## src/design/rfq_pkg.sv

```systemverilog
`default_nettype none
package rfq_pkg;

  // Item opcodes
  typedef enum logic [1:0] {
    OP_RX   = 2'd0,
    OP_TICK = 2'd1,
    OP_MODE = 2'd2,
    OP_READ = 2'd3
  } opcode_e;

  // Channel events
  typedef enum logic [2:0] {
    EV_NONE      = 3'd0,
    EV_VALIDATED = 3'd1,
    EV_INVALID   = 3'd2,
    EV_BTN_A     = 3'd3,
    EV_BTN_B     = 3'd4,
    EV_BTN_C     = 3'd5,
    EV_BTN_D     = 3'd6,
    EV_UNKNOWN   = 3'd7
  } event_e;

  // Configuration register indexes (paddr[2])
  localparam logic REG_MIN_SAMPLES     = 1'b0;
  localparam logic REG_RELEASE_TIMEOUT = 1'b1;

  localparam logic [7:0]  MIN_SAMPLES_RST     = 8'd20;
  localparam logic [15:0] RELEASE_TIMEOUT_RST = 16'd80;
  localparam logic [7:0]  COUNT_MAX           = 8'hFF;

  typedef struct packed {
    opcode_e     opcode;
    logic [1:0]  channel;
    logic [31:0] rx_code;
    logic [31:0] now_ms;
    logic        learn_request;
  } item_t;

  typedef struct packed {
    event_e      event_res;
    logic [7:0]  sample_count;
    logic [31:0] held_code;
    logic        learn_mode;
  } result_t;

  // Map the low nibble of a held code to a button event
  function automatic event_e button_event(input logic [31:0] code);
    event_e ev;
    case (code[3:0])
      4'h1:    ev = EV_BTN_A;
      4'h2:    ev = EV_BTN_B;
      4'h4:    ev = EV_BTN_C;
      4'h8:    ev = EV_BTN_D;
      default: ev = EV_UNKNOWN;
    endcase
    return ev;
  endfunction

endpackage
`default_nettype wire

```

## src/design/rf_remote_code_qualifier.sv

```systemverilog
// RF remote code qualifier.
// Requests arrive on the in_ channel (valid/stall) with an opcode, a channel,
// a code word, the millisecond time and a learn flag; each request yields
// exactly one result on the out_ channel (event, count, held code, mode).
// A request is taken into an input register, processed against the addressed
// channel's state combinationally and lands in the result register; while the
// receiver does not stall, one request is taken every cycle. The input
// register and the result register decouple the sides, so a new request is
// accepted while a finished result still waits.
// When the receiver stalls, the result holds; the input side stalls only once
// the input register is also occupied.
// Reset clears all channels to idle with zero count, code, time and event,
// selects normal mode and loads min_samples = 20, release_timeout_ms = 80.
// The APB port holds min_samples at 0x0 and release_timeout_ms at 0x4; write
// it only while no request is in flight. pready is always high.
`default_nettype none
module rf_remote_code_qualifier
  import rfq_pkg::*;
#(
  parameter int unsigned NUM_CHANNELS = 4
) (
  input  wire logic        clk_i,
  input  wire logic        rst_ni,
  // request channel
  input  wire logic        in_valid_i,
  output logic             in_stall_o,
  input  wire logic [1:0]  opcode_i,
  input  wire logic [1:0]  channel_i,
  input  wire logic [31:0] rx_code_i,
  input  wire logic [31:0] now_ms_i,
  input  wire logic        learn_request_i,
  // result channel
  output logic             out_valid_o,
  input  wire logic        out_stall_i,
  output logic [2:0]       event_res_o,
  output logic [7:0]       sample_count_o,
  output logic [31:0]      held_code_o,
  output logic             learn_mode_o,
  // configuration
  input  wire logic        psel,
  input  wire logic        penable,
  input  wire logic        pwrite,
  input  wire logic [2:0]  paddr,
  input  wire logic [31:0] pwdata,
  output logic [31:0]      prdata,
  output logic             pready
);

  logic [7:0]  min_samples_q;
  logic [15:0] release_timeout_q;
  logic        cfg_write;

  item_t   in_item;
  item_t   stage_item;
  logic    stage_valid;
  logic    advance;
  result_t core_result;
  result_t result_q;
  logic    out_valid_q, out_valid_d;

  // Configuration registers
  assign pready    = 1'b1;
  assign cfg_write = psel & penable & pwrite & pready;

  always_ff @(posedge clk_i or negedge rst_ni) begin
    if (!rst_ni) begin
      min_samples_q     <= MIN_SAMPLES_RST;
      release_timeout_q <= RELEASE_TIMEOUT_RST;
    end else if (cfg_write) begin
      unique case (paddr[2])
        REG_MIN_SAMPLES:     min_samples_q     <= pwdata[7:0];
        REG_RELEASE_TIMEOUT: release_timeout_q <= pwdata[15:0];
        default: ;
      endcase
    end
  end

  always_comb begin
    unique case (paddr[2])
      REG_MIN_SAMPLES:     prdata = {24'd0, min_samples_q};
      REG_RELEASE_TIMEOUT: prdata = {16'd0, release_timeout_q};
      default:             prdata = '0;
    endcase
  end

  // Pack the request fields
  assign in_item.opcode        = opcode_e'(opcode_i);
  assign in_item.channel       = channel_i;
  assign in_item.rx_code       = rx_code_i;
  assign in_item.now_ms        = now_ms_i;
  assign in_item.learn_request = learn_request_i;

  // Move on whenever the result register is free or being drained
  assign advance = stage_valid & (~out_valid_q | ~out_stall_i);

  rfq_in_stage u_in_stage (
    .clk_i         (clk_i),
    .rst_ni        (rst_ni),
    .in_valid_i    (in_valid_i),
    .in_stall_o    (in_stall_o),
    .item_i        (in_item),
    .advance_i     (advance),
    .stage_valid_o (stage_valid),
    .item_o        (stage_item)
  );

  rfq_core #(
    .NumChannels (NUM_CHANNELS)
  ) u_core (
    .clk_i             (clk_i),
    .rst_ni            (rst_ni),
    .fire_i            (advance),
    .item_i            (stage_item),
    .min_samples_i     (min_samples_q),
    .release_timeout_i (release_timeout_q),
    .result_o          (core_result)
  );

  // Result register
  assign out_valid_d = advance | (out_valid_q & out_stall_i);

  always_ff @(posedge clk_i or negedge rst_ni) begin
    if (!rst_ni) begin
      out_valid_q <= 1'b0;
    end else begin
      out_valid_q <= out_valid_d;
    end
  end

  always_ff @(posedge clk_i) begin
    if (advance) begin
      result_q <= core_result;
    end
  end

  assign out_valid_o    = out_valid_q;
  assign event_res_o    = result_q.event_res;
  assign sample_count_o = result_q.sample_count;
  assign held_code_o    = result_q.held_code;
  assign learn_mode_o   = result_q.learn_mode;

  // Checks
  a_stall_needs_held: assert property (@(posedge clk_i) disable iff (!rst_ni)
    in_stall_o |-> (stage_valid && out_valid_q && out_stall_i))
    else $error("input stalls without a blocked request");

  a_mode_result: assert property (@(posedge clk_i) disable iff (!rst_ni)
    (advance && stage_item.opcode == OP_MODE)
      |=> (learn_mode_o == $past(stage_item.learn_request)))
    else $error("set-mode result does not show the requested mode");

  a_event_only_on_read: assert property (@(posedge clk_i) disable iff (!rst_ni)
    (advance && stage_item.opcode != OP_READ) |=> (event_res_o == EV_NONE))
    else $error("event reported for a request that does not read it");

  a_bad_channel_zero: assert property (@(posedge clk_i) disable iff (!rst_ni)
    (advance && (32'(stage_item.channel) >= 32'(NUM_CHANNELS)))
      |=> (sample_count_o == 8'd0 && held_code_o == 32'd0))
    else $error("unmapped channel returns channel state");

  a_result_loaded: assert property (@(posedge clk_i) disable iff (!rst_ni)
    advance |=> out_valid_o)
    else $error("processed request left no result");

endmodule
`default_nettype wire

```

## src/design/rfq_in_stage.sv

```systemverilog
`default_nettype none
module rfq_in_stage
  import rfq_pkg::*;
(
  input  wire logic  clk_i,
  input  wire logic  rst_ni,
  input  wire logic  in_valid_i,
  output logic       in_stall_o,
  input  wire item_t item_i,
  input  wire logic  advance_i,
  output logic       stage_valid_o,
  output item_t      item_o
);

  logic  valid_q, valid_d;
  item_t item_q;
  logic  accept;

  // Stall only while a held request cannot move on
  assign in_stall_o = valid_q & ~advance_i;
  assign accept     = in_valid_i & ~in_stall_o;
  assign valid_d    = accept | (valid_q & ~advance_i);

  always_ff @(posedge clk_i or negedge rst_ni) begin
    if (!rst_ni) begin
      valid_q <= 1'b0;
    end else begin
      valid_q <= valid_d;
    end
  end

  // Capture the request payload
  always_ff @(posedge clk_i) begin
    if (accept) begin
      item_q <= item_i;
    end
  end

  assign stage_valid_o = valid_q;
  assign item_o        = item_q;

endmodule
`default_nettype wire

```

## src/design/rfq_core.sv

```systemverilog
`default_nettype none
module rfq_core
  import rfq_pkg::*;
#(
  parameter int unsigned NumChannels = 4
) (
  input  wire logic        clk_i,
  input  wire logic        rst_ni,
  input  wire logic        fire_i,
  input  wire item_t       item_i,
  input  wire logic [7:0]  min_samples_i,
  input  wire logic [15:0] release_timeout_i,
  output result_t          result_o
);

  logic        flag_q [NumChannels];
  logic [7:0]  cnt_q  [NumChannels];
  logic [31:0] ref_q  [NumChannels];
  logic [31:0] last_q [NumChannels];
  event_e      pend_q [NumChannels];
  logic        learn_q;

  logic        ch_valid;
  logic        sel_flag;
  logic [7:0]  sel_cnt;
  logic [31:0] sel_ref;
  logic [31:0] sel_last;
  event_e      sel_pend;

  logic        flag_n;
  logic [7:0]  cnt_n;
  logic [31:0] ref_n;
  logic [31:0] last_n;
  event_e      pend_n;
  logic        learn_n;
  event_e      ev_out;
  logic [31:0] elapsed;

  assign ch_valid = 32'(item_i.channel) < 32'(NumChannels);
  assign elapsed  = item_i.now_ms - sel_last;

  // Select the addressed channel's state
  always_comb begin
    sel_flag = 1'b0;
    sel_cnt  = '0;
    sel_ref  = '0;
    sel_last = '0;
    sel_pend = EV_NONE;
    for (int i = 0; i < NumChannels; i++) begin
      if (32'(item_i.channel) == 32'(i)) begin
        sel_flag = flag_q[i];
        sel_cnt  = cnt_q[i];
        sel_ref  = ref_q[i];
        sel_last = last_q[i];
        sel_pend = pend_q[i];
      end
    end
  end

  // Next channel state and mode for the current request
  always_comb begin
    flag_n  = sel_flag;
    cnt_n   = sel_cnt;
    ref_n   = sel_ref;
    last_n  = sel_last;
    pend_n  = sel_pend;
    learn_n = learn_q;
    ev_out  = EV_NONE;
    case (item_i.opcode)
      OP_RX: begin
        if (ch_valid) begin
          last_n = item_i.now_ms;
          if (!sel_flag) begin
            ref_n  = item_i.rx_code;
            cnt_n  = 8'd1;
            flag_n = 1'b1;
          end else if (item_i.rx_code == sel_ref) begin
            if (sel_cnt != COUNT_MAX) begin
              cnt_n = sel_cnt + 8'd1;
            end
          end else begin
            cnt_n   = '0;
            ref_n   = '0;
            flag_n  = 1'b0;
            pend_n  = EV_INVALID;
            learn_n = 1'b0;
          end
          // Enough repeats in learn mode validate the code
          if (learn_n && (cnt_n > min_samples_i)) begin
            pend_n  = EV_VALIDATED;
            learn_n = 1'b0;
          end
        end
      end
      OP_TICK: begin
        if (ch_valid && !learn_q && sel_flag &&
            (elapsed > {16'd0, release_timeout_i})) begin
          pend_n = button_event(sel_ref);
          cnt_n  = '0;
          flag_n = 1'b0;
        end
      end
      OP_MODE: begin
        cnt_n   = '0;
        learn_n = item_i.learn_request;
      end
      OP_READ: begin
        if (ch_valid) begin
          ev_out = sel_pend;
          pend_n = EV_NONE;
        end
      end
      default: ;
    endcase
  end

  // Write back the addressed channel
  always_ff @(posedge clk_i or negedge rst_ni) begin
    if (!rst_ni) begin
      for (int i = 0; i < NumChannels; i++) begin
        flag_q[i] <= 1'b0;
        cnt_q[i]  <= '0;
        ref_q[i]  <= '0;
        last_q[i] <= '0;
        pend_q[i] <= EV_NONE;
      end
      learn_q <= 1'b0;
    end else if (fire_i) begin
      for (int i = 0; i < NumChannels; i++) begin
        if (ch_valid && (32'(item_i.channel) == 32'(i))) begin
          flag_q[i] <= flag_n;
          cnt_q[i]  <= cnt_n;
          ref_q[i]  <= ref_n;
          last_q[i] <= last_n;
          pend_q[i] <= pend_n;
        end
      end
      learn_q <= learn_n;
    end
  end

  // Result of the request
  assign result_o.event_res    = ev_out;
  assign result_o.sample_count = ch_valid ? cnt_n : 8'd0;
  assign result_o.held_code    = ch_valid ? ref_n : 32'd0;
  assign result_o.learn_mode   = learn_n;

endmodule
`default_nettype wire

```

## config.mk

```make
export PLATFORM = sky130hd
export DESIGN_NAME = rf_remote_code_qualifier
export DESIGN_NICKNAME = d
export VERILOG_FILES = /design/src/design/rfq_pkg.sv /design/src/design/rf_remote_code_qualifier.sv /design/src/design/rfq_in_stage.sv /design/src/design/rfq_core.sv
export SDC_FILE = /design/constraint.sdc
export NUM_CORES = 1
export LEC_CHECK = 0
export BUFFER_PORTS_ARGS = -buffer_cell sky130_fd_sc_hd__buf_2
export CAP_MARGIN = 20
export CORE_MARGIN = 2
export CORE_UTILIZATION = 60
export DETAILED_ROUTE_END_ITERATION = 8
export GPL_TIMING_DRIVEN = 1
export PLACE_DENSITY_LB_ADDON = 0.05
export REMOVE_ABC_BUFFERS = 1
export SETUP_SLACK_MARGIN = 0.4
export SLEW_MARGIN = 20
export SYNTH_ARGS = -nofsm -noshare
export SYNTH_HDL_FRONTEND = slang
export SYNTH_SLANG_ARGS = --single-unit
```

## constraint.sdc

```tcl
create_clock -name clk_i -period 9.8 [get_ports clk_i]
set_input_delay 2.45 -clock clk_i [delete_from_list [all_inputs] [get_ports clk_i]]
set_output_delay 2.45 -clock clk_i [all_outputs]
set_load 0.05 [all_outputs]
```

==> results of run 1 <==
## registers in the layout, indices dropped and copies added, names as in the netlist
register,cells
event_res_o,3
held_code_o,32
learn_mode_o,1
min_samples_q,8
out_valid_o,1
release_timeout_q,16
sample_count_o,8
u_core.cnt_q,32
u_core.flag_q,4
u_core.last_q,128
u_core.learn_q,1
u_core.pend_q,12
u_core.ref_q,128
u_in_stage.item_o,69
u_in_stage.stage_valid_o,1
## Yosys cell counts (3+ instances only)
master,number,area (um^2)
o2111ai_1,3,26.3
a31o_2,3,26.3
or3_1,7,43.8
nand2_1,328,1230
and4_1,6,52.6
nand2b_1,6,37.5
dfstp_2,4,105
a2111oi_0,5,43.8
a211oi_1,14,105
xnor2_1,48,420
a21o_1,14,105
mux2i_1,55,551
and2_1,14,87.6
inv_1,104,390
nand4_1,23,144
and3_1,10,62.6
buf_4,17,128
edfxtp_1,113,3390
nor3_1,15,75.1
o21a_1,12,90.1
nor2b_1,7,43.8
nor2_1,75,282
xor2_1,9,78.8
ha_1,55,688
o21bai_1,9,67.6
o221ai_1,3,26.3
or2_2,5,31.3
buf_1,12,45.0
nor4_1,9,56.3
mux4_2,74,1670
a21boi_0,4,30.0
clkbuf_1,103,387
dfrtp_1,327,8180
o31ai_1,6,45.0
o211ai_1,10,75.1
o21ai_0,301,1510
a22oi_1,33,248
a31oi_1,19,119
a21oi_1,60,300
a211o_1,5,43.8
nand3_1,22,110
mux2_2,36,405
o31ai_2,12,150
## critical path, cell delays in order, from the launching register on
cell and delay (ns):
edfxtp_1 0.57, buf_4 0.73, buf_4 0.80, mux4_2 0.70, xnor2_1 0.24, nand4_1 0.12
nor4_1 0.71, nand3_1 0.66, a211oi_1 0.58, ha_1 0.34, nand4_1 0.09, nor2_1 0.05
a22oi_1 0.37, nand3_1 0.24, a221o_1 0.38, a31oi_1 0.16, mux2i_1 0.15, mux2_2 0.29
## worst min path at each step
| stage | startpoint | slack, ns | to | depth (start not counted) |
|---|---|---|---|---|
| 5_1_grt | u_core.ref_q[6] | 0.50 | u_core.ref_q[6] | 2 |
| 3_3_place_gp | u_core.ref_q[125] | 0.46 | u_core.ref_q[125] | 2 |
| 6_report | u_core.ref_q[6] | 0.47 | u_core.ref_q[6] | 2 |
| 3_5_place_dp | u_core.ref_q[21] | 0.47 | u_core.ref_q[21] | 2 |
| 2_1_floorplan | u_core.last_q[32] | 0.44 | u_core.last_q[32] | 2 |
| 4_1_cts | u_core.ref_q[6] | 0.48 | u_core.ref_q[6] | 2 |
## layout make-up
class                   count  share of cell area (%)
diodes                      1                  0.0101
clock buffers              70                    5.40
clock inverters            14                   0.665
inverters                 104                    1.58
multi-input cells        1372                    38.8
flip-flops and latches    444                    47.4
well taps                 468                    2.37
repair buffers            171                    3.75
## stage by stage
step                      std cells  hold WS, ns  area (um^2)  worst slack (ns)
after floorplan                1920        0.445        21600             0.911
after global placement         2559        0.456        23100              2.38
after detailed placement       2559        0.465        23100              2.41
after CTS                      2643        0.478        24600              2.37
after global routing           2643        0.497        24700              1.85
final                          2644        0.475        24700              2.44
## power groups by stage
stage | Sequential [mW] | Clock, mW | Combinational, mW
finish | 2.64 | 1.73 | 2.16
global route | 2.70 | 1.83 | 2.41
CTS | 2.64 | 1.76 | 2.15
detailed placement | 2.67 | 0 | 2.14
global placement | 2.64 | 0 | 2.08
floorplan | 2.72 | 0 | 1.53
## logic make-up (layout without fill, tap and decap cells)
group                    Yosys count  in the layout
adder cells (fa/ha/maj)           57             57
buffers and inverters            238            359
flip-flops                       444            444
multiplexers                     165            165
AO/OA/AOI/OAI                    542            542
other                              2             18
AND/OR/NAND/NOR                  534            534
XOR/XNOR                          57             57
## metal layers
layer  wire [um]  global-route usage, %
met5          21                      0
met4        1090                   7.80
met3        2600                   4.35
met2       24200                   44.3
met1       23400                   39.2
==> metrics.txt, run 1 <==
Setup violations, final=0; Inserted Clock Buffers=46; CTS tree=built; drt drc=0; worst hold path class=flop to flop; post-synthesis adder-cell area fraction=3.25%; CP Launch Type=flop; clk root buf=clkbuf_16; Slew @ Worst Pin=1.07 ns; H-tree levels=2; prevailing post-synth register cell=dfrtp_1; Final period util=75.1%; Reg2Reg Setup Slack=2.44 ns; static leakage=10.7 nW; Total Nets Final=2306; vias per cell=6.01; Pint=4.26 mW; clk_lat worst skew=0.60 ns; largest net degree at the start of global routing=178; asr flop ratio synth=74.5%; max_slew headroom=28.8%; area of the multi-input gates=9580 um^2; Design Power=6.53 mW; commonest cells after routing, fill and taps aside=nand2_1, dfrtp_1, o21ai_0; Mapped Cells=2039; maximum VDD drop=189 uV; via count of the first global-routing pass=15.8k; Yosys cell types=74; io pins=190; die area=38400 um^2; Setup crit end=u_core.pend_q[11]; growth of design area from synthesis to finish=11.5%; FF/Latch Area=11700 um^2; max-cap violations=0; initial antenna violation count=2; critical path class=flop to flop; Worst Path Arrival=7.83 ns; Seq pwr share=40.5%; Vias=15.9k; Compound-Gate Fraction of Synth Area=14.9%; Total GRT Usage=27.5%; setup clock skew after layout=0.0209 ns; router iterations before antenna repair=5; final wirelength=51300 um; Clock transition at path regs=0.06 ns; clk buf depth=3; detailed-route wire length per cell=19.4 um; grt ovf=0; PostCTS Resize Cnt=0; crit path from=u_in_stage.item_o[65]; Setup TNS=0 ns; status=completed; FF-to-FF End=u_core.pend_q[11]; synth warn=0; combinational share of power=33.1%; largest family of logic cells by synthesized area=compound AO/OA/AOI/OAI gates; final core occ=67.7%; switching share of power=34.8%; Max Freq=0.136 GHz; Cell Rows=70; R2R Path Start=u_in_stage.item_o[65]; Die H=196 um; starting density of the core=60.7%; Synth Area in XOR/XNOR=2.26%; clock group share of total power=26.5%; # clock sinks=444; RSZ-0062 raised after global routing=no; multiplexer area fraction after synthesis=11.9%; Final ANT Viol Nets=0; Net Sw Power=2.27 mW; Tmin final=7.36 ns; count of flip-flops with a built-in enable after synthesis=113; GP Congestion=0.875; die width=196 um; Max Slew Vio Count=0; worst-path fanout max=41; DP HPWL=33100 um; Critical Path Sink Type=flop; Seq cells post-synth=444; Core Area=36400 um^2; Final Hold Violating Endpoints=0; syn avg cell area=10.8 um^2; initial DRC count=1026; Post-Synth Simple-Gate Area=10.5%; post-synthesis cell area=22100 um^2; port buffer count=154; sequential area share after synthesis=52.8%; setup bufs post-CTS=0; share of post-route cells with drive strength above 1=17.6%; worst endpoint required time=10.27 ns; r2r worst-path depth=17; global-route wire length before repair=83700 um; PD cells=265 nW/um^2; Filler cells=2812; CTS Hold Bufs=0
No activity file was read; power rests on OpenSTA's default activity.
==> run 2, diff against run 1 <==
--- a/config.mk
+++ b/config.mk
@@ -8,7 +8,7 @@
 export BUFFER_PORTS_ARGS = -buffer_cell sky130_fd_sc_hd__buf_2
 export CAP_MARGIN = 20
 export CORE_MARGIN = 2
-export CORE_UTILIZATION = 60
+export CORE_UTILIZATION = 54
 export DETAILED_ROUTE_END_ITERATION = 8
 export GPL_TIMING_DRIVEN = 1
 export PLACE_DENSITY_LB_ADDON = 0.05
==> constraint.sdc (replaced) <==
create_clock -name clk_i -period 6.65 [get_ports clk_i]
set_input_delay 1.6625 -clock clk_i [delete_from_list [all_inputs] [get_ports clk_i]]
set_output_delay 1.6625 -clock clk_i [all_outputs]
set_load 0.05 [all_outputs]
==> run 2 against run 1 <==
  * Wire length up 3.6%
  * Critical path depth up 6
  * Worst setup slack worse by 1.8 ns
  * Worst hold slack about the same
  * Fmax up 22%
  * Clock-buffer cell count down 1
  * Register-to-register slack worse by 1.8 ns
  * Sequential cell count unchanged
  * Via count down 0.46%
  * Clock skew up 0.017 ns
  * Critical endpoint is now sample_count_o[3]
  * Largest cell class unchanged
  * Highest routed layer unchanged
==> metrics.txt, run 2 (synthesized netlist as in run 1, its figures left out) <==
CP dominant cell by count=buf_4; global-route wire length before repair=85300 um; Layout Cells excl Fill=2726; clk root buf=clkbuf_16; r2r worst-path depth=23; combinational share of power=33.1%; Clock transition at path regs=0.06 ns; GR Util met3=3.69%; switching share of power=34.9%; Setup violations, final=0; share of post-route cells with drive strength above 1=19.3%; Total GRT Usage=25.7%; die width=206 um; max-cap violations=0; critical path class=flop to flop; global routing's busiest layer=met2; Final period util=90.3%; worst endpoint required time=7.08 ns; via count of the first global-routing pass=15.8k; io pins=190; Tmin final=6.01 ns; status=completed; worst-path fanout max=16; Die H=206 um; # clock sinks=444; static leakage=10.9 nW; Hold Path End=u_core.ref_q[42]; clk buf depth=3; worst hold path class=flop to flop; dpl cells=2634; die area=42600 um^2; fin area=25000 um^2; hold path cells=2; worst setup margin=0.642 ns; Inserted Clock Buffers=47; final core occ=61.6%; Seq pwr share=39.7%; CTS Hold Bufs=0; H-tree levels=2; Final ANT Viol Nets=0; Worst Path Arrival=6.43 ns; Reg2Reg Setup Slack=0.64 ns; Cell Area, Placed=23300 um^2; R2R Path Start=u_in_stage.item_o[65]; clk_lat worst skew=0.59 ns; Max Slew Vio Count=0; max_slew headroom=30.6%; DP HPWL=34200 um; FF-to-FF End=sample_count_o[3]; Final Hold Violating Endpoints=0; M1 GR Usage=36.1%; GP Congestion=0.907; CP delay by family, top=compound AO/OA/AOI/OAI gates; slowest CP cell=mux4_2; most common cell after layout, fill and taps aside=dfrtp_1; starting density of the core=54.4%; vias per cell=5.80; largest net degree at the start of global routing=170; detailed-route wire length per cell=19.5 um; Slew @ Worst Pin=1.04 ns; grt ovf=0; Worst Path Buf+Inv=5; Core Area=40600 um^2; ANT cells=0; router iterations before antenna repair=5; Net Sw Power=3.42 mW; final wirelength=53100 um; maximum VDD drop=233 uV; clock group share of total power=27.2%; initial DRC count=1109; Largest stage delay, worst path=0.55 ns; Total Nets Final=2322; CP Launch Type=flop; Place WS=0.0158 ns; met2 usage=42.0%; min-delay src=u_core.ref_q[42]; port buffer count=154; CTS tree=built; initial antenna violation count=1; PD cells=392 nW/um^2; Pint=6.39 mW; Max Freq=0.166 GHz; setup clock skew after layout=0.0377 ns; Critical Path Sink Type=flop; Cell Rows=74; growth of design area from synthesis to finish=13.3%; crit-path cells=buf_4, buf_4, buf_6, mux4_2, inv_1, ha_1, a21o_1, a21oi_1, o21ai_0, a211o_1, xor2_1, ha_1, nand2_1, nor3_1, a221o_1, o31a_1, a2111oi_4, nand4_1, or4_4, o41ai_4, buf_4, o211ai_1, nand2_1; drt drc=0; commonest cells after routing, fill and taps aside=dfrtp_1, nand2_1, o21ai_0; RSZ-0062 raised after global routing=no; Vias=15.8k
[run 2: final cells by class]
type	count	area, um^2
Tap cell	532	666
Inverter	104	390
Sequential cell	444	11700
Fill cell	3392	15600
Clock inverter	19	205
Multi-Input combinational cell	1372	9630
Clock buffer	69	1400
Timing Repair Buffer	186	1070
[run 2: tightest hold or removal path, cell delays in order (launching register included)]
cell     delay [ns]
dfrtp_1        0.34
nand2_1        0.04
o21ai_0        0.06
[run 2: power by group through the flow]
| stage | clock (mW) | combinational, mW | sequential [mW] |
|---|---|---|---|
| 2_1_floorplan | 0 | 2.26 | 4.00 |
| 3_3_place_gp | 0 | 3.10 | 3.90 |
| 3_5_place_dp | 0 | 3.18 | 3.94 |
| 4_1_cts | 2.73 | 3.21 | 3.90 |
| 5_1_grt | 2.84 | 3.64 | 3.98 |
| 6_report | 2.67 | 3.25 | 3.90 |
[run 2: worst max-delay path by stage]
stage	cells past startpoint	end	start	slack [ns]
global route	23	sample_count_o[3]	u_in_stage.item_o[65]	0.41
detailed placement	20	u_core.pend_q[7]	u_in_stage.item_o[65]	0.02
global placement	24	u_core.pend_q[1]	u_in_stage.item_o[65]	0.11
floorplan	19	u_core.cnt_q[5]	u_in_stage.item_o[65]	-2.24
CTS	25	sample_count_o[3]	u_in_stage.item_o[65]	0.42
finish	23	sample_count_o[3]	u_in_stage.item_o[65]	0.64
[run 2: repair_timing]
item                                    4_1_cts  5_1_grt
pin swaps                                     0        6
hold endpoints to repair                      0        0
endpoints found under the setup margin       56       56
gates resized for setup                       5       20
setup buffers                                 1        3
[run 2: through the flow]
stage / total power, mW / hold WS (ns) / setup TNS [ns]
after floorplan: 6.26 / 0.445 / -144.07
after global placement: 7.00 / 0.456 / 0
after global routing: 10.5 / 0.498 / 0
after detailed placement: 7.12 / 0.466 / 0
after CTS: 9.84 / 0.479 / 0
final: 9.82 / 0.475 / 0
[run 2: routing by layer]
metal,up-vias,routed length (um)
li1,7533,-
met1,7872,24400
met2,324,25200
met3,79,2360
met4,2,1110
met5,-,13
==> run 3, diff against run 2 <==
--- a/config.mk
+++ b/config.mk
@@ -9,6 +9,7 @@
 export CAP_MARGIN = 20
 export CORE_MARGIN = 2
 export CORE_UTILIZATION = 54
+export CTS_BUF_LIST = sky130_fd_sc_hd__clkbuf_4 sky130_fd_sc_hd__clkbuf_8 sky130_fd_sc_hd__clkbuf_16
 export DETAILED_ROUTE_END_ITERATION = 8
 export GPL_TIMING_DRIVEN = 1
 export PLACE_DENSITY_LB_ADDON = 0.05
==> constraint.sdc (replaced) <==
create_clock -name clk_i -period 6.65 [get_ports clk_i]
set_input_delay 0.665 -clock clk_i [delete_from_list [all_inputs] [get_ports clk_i]]
set_output_delay 0.665 -clock clk_i [all_outputs]
set_load 0.05 [all_outputs]
==> run 3 against run 2 <==
  * Die area unchanged
  * Global-route usage down 0.30 points
  * Combinational power about the same
  * Worst setup slack better by 0.0041 ns
  * Sequential cell count unchanged
  * Design area down 0.35%
  * Clock power about the same
  * Cell count about the same
  * Fmax about the same
  * Register-to-register slack about the same
==> metrics.txt, run 3 (synthesized netlist as in run 1, its figures left out) <==
Design Power=9.76 mW; clk_lat worst skew=0.59 ns; status=completed; growth of design area from synthesis to finish=12.9%; final core occ=61.4%; RSZ-0062 raised after global routing=no; CP Launch Type=flop; setup clock skew after layout=0.0209 ns; crit-path cells=buf_4, mux4_2, ha_1, fa_1, maj3_2, buf_4, a211oi_1, a211o_1, xor2_1, ha_1, nand2_1, nor3_1, a221o_1, o31a_1, a2111oi_4, nand4_1, or4_4, o41ai_4, buf_4, o211ai_1, o31ai_1; Clock transition at path regs=0.06 ns; Final ANT Viol Nets=0; DRT met1 WL=24000 um; Setup violations, final=0; clk buf depth=3; Largest stage delay, worst path=0.56 ns; Cell Area, Placed=23300 um^2; CP delay by family, top=compound AO/OA/AOI/OAI gates; final wirelength=52800 um; initial DRC count=1163; commonest cells after routing, fill and taps aside=nand2_1, dfrtp_1, o21ai_0; grt ovf=0; drt drc=0; die width=206 um; Worst Path Arrival=6.41 ns; slowest CP cell=or4_4; Total GRT Usage=25.4%; largest net degree at the start of global routing=148; static leakage=10.9 nW; Core Area=40600 um^2; Worst Path Buf+Inv=3; H-tree levels=2; starting density of the core=54.4%; worst hold path class=primary input to async pin; Total Nets Final=2321; Reg2Reg Setup Slack=0.65 ns; Cell Rows=74; dpl cells=2633; met2 wire length=24900 um; vias per cell=5.75; worst endpoint required time=7.06 ns; Max Slew Vio Count=0; Vias=15.7k; DP HPWL=33900 um; max_slew headroom=30.7%; Top Layer Used=met5; CTS Hold Bufs=0; io pins=190; worst-path fanout max=5; die area=42600 um^2; fin area=25000 um^2; detailed-route wire length per cell=19.4 um; critical path class=flop to flop; clk root buf=clkbuf_16; # clock sinks=444; r2r worst-path depth=21; R2R Path Start=u_in_stage.item_o[65]; CP Depth=21; GP Congestion=0.896; maximum VDD drop=265 uV; Slew @ Worst Pin=1.04 ns; router iterations before antenna repair=7; Layout Cells excl Fill=2724; routed wl met3=2640 um; initial antenna violation count=3; Tmin final=6.00 ns; Max Freq=0.167 GHz; CP dominant cell by count=buf_4; max-cap violations=0; share of post-route cells with drive strength above 1=19.3%; FF-to-FF End=sample_count_o[1]; port buffer count=154; Final Hold Violating Endpoints=0; Critical Path Sink Type=flop; PD cells=391 nW/um^2; ANT cells=0; Inserted Clock Buffers=47; global-route wire length before repair=83900 um; Final period util=90.3%; via count of the first global-routing pass=15.5k; CTS tree=built; Die H=206 um
[run 3: cell count changes in the layout (fill, tap and decap cells not counted), sizes merged]
cell,delta
clkinv,-4
buf,-1
clkbuf,+1
clkinvlp,+1
inv,+1
[run 3: area by class of cell]
type	instances	area, um^2
Fill cell	3419	15700
Sequential cell	444	11700
Multi-Input combinational cell	1372	9600
Clock buffer	70	1400
Timing Repair Buffer	185	1040
Tap cell	532	666
Inverter	104	390
Clock inverter	17	175
[run 3: metal layers]
metal | up-vias | GRT usage (%)
li1 | 7538 | -
met1 | 7647 | 35.2
met2 | 397 | 41.4
met3 | 85 | 3.85
met4 | 6 | 7.96
met5 | - | 0
[run 3: worst max path at each step]
| stage | startpoint | to | slack [ns] |
|---|---|---|---|
| 4_1_cts | u_in_stage.item_o[65] | u_core.cnt_q[13] | 0.41 |
| 3_3_place_gp | u_in_stage.item_o[65] | u_core.pend_q[7] | 0.23 |
| 6_report | u_in_stage.item_o[65] | sample_count_o[1] | 0.65 |
| 5_1_grt | u_in_stage.item_o[65] | sample_count_o[1] | 0.36 |
| 3_5_place_dp | u_in_stage.item_o[65] | u_core.pend_q[10] | 0.15 |
| 2_1_floorplan | u_in_stage.item_o[65] | u_core.cnt_q[5] | -2.24 |
[run 3: per-stage QoR]
step	hold WS [ns]	TNS, ns	setup slack, ns
2_1_floorplan	0.369	-144.07	-2.24
3_3_place_gp	0.456	0	0.234
3_5_place_dp	0.465	0	0.154
4_1_cts	0.159	0	0.411
5_1_grt	0.192	0	0.364
6_report	0.114	0	0.646
[run 3: repair_timing]
action / in CTS / in global routing
setup buffers: 0 / 4
resized for setup: 7 / 7
pin swaps: 0 / 5
endpoints found under the setup margin: 56 / 56
[run 3: power breakdown]
group	switching, mW	internal (mW)
Clock	1.07	1.57
Sequential	0.360	3.54
Combinational	1.95	1.27
Total	3.38	6.38
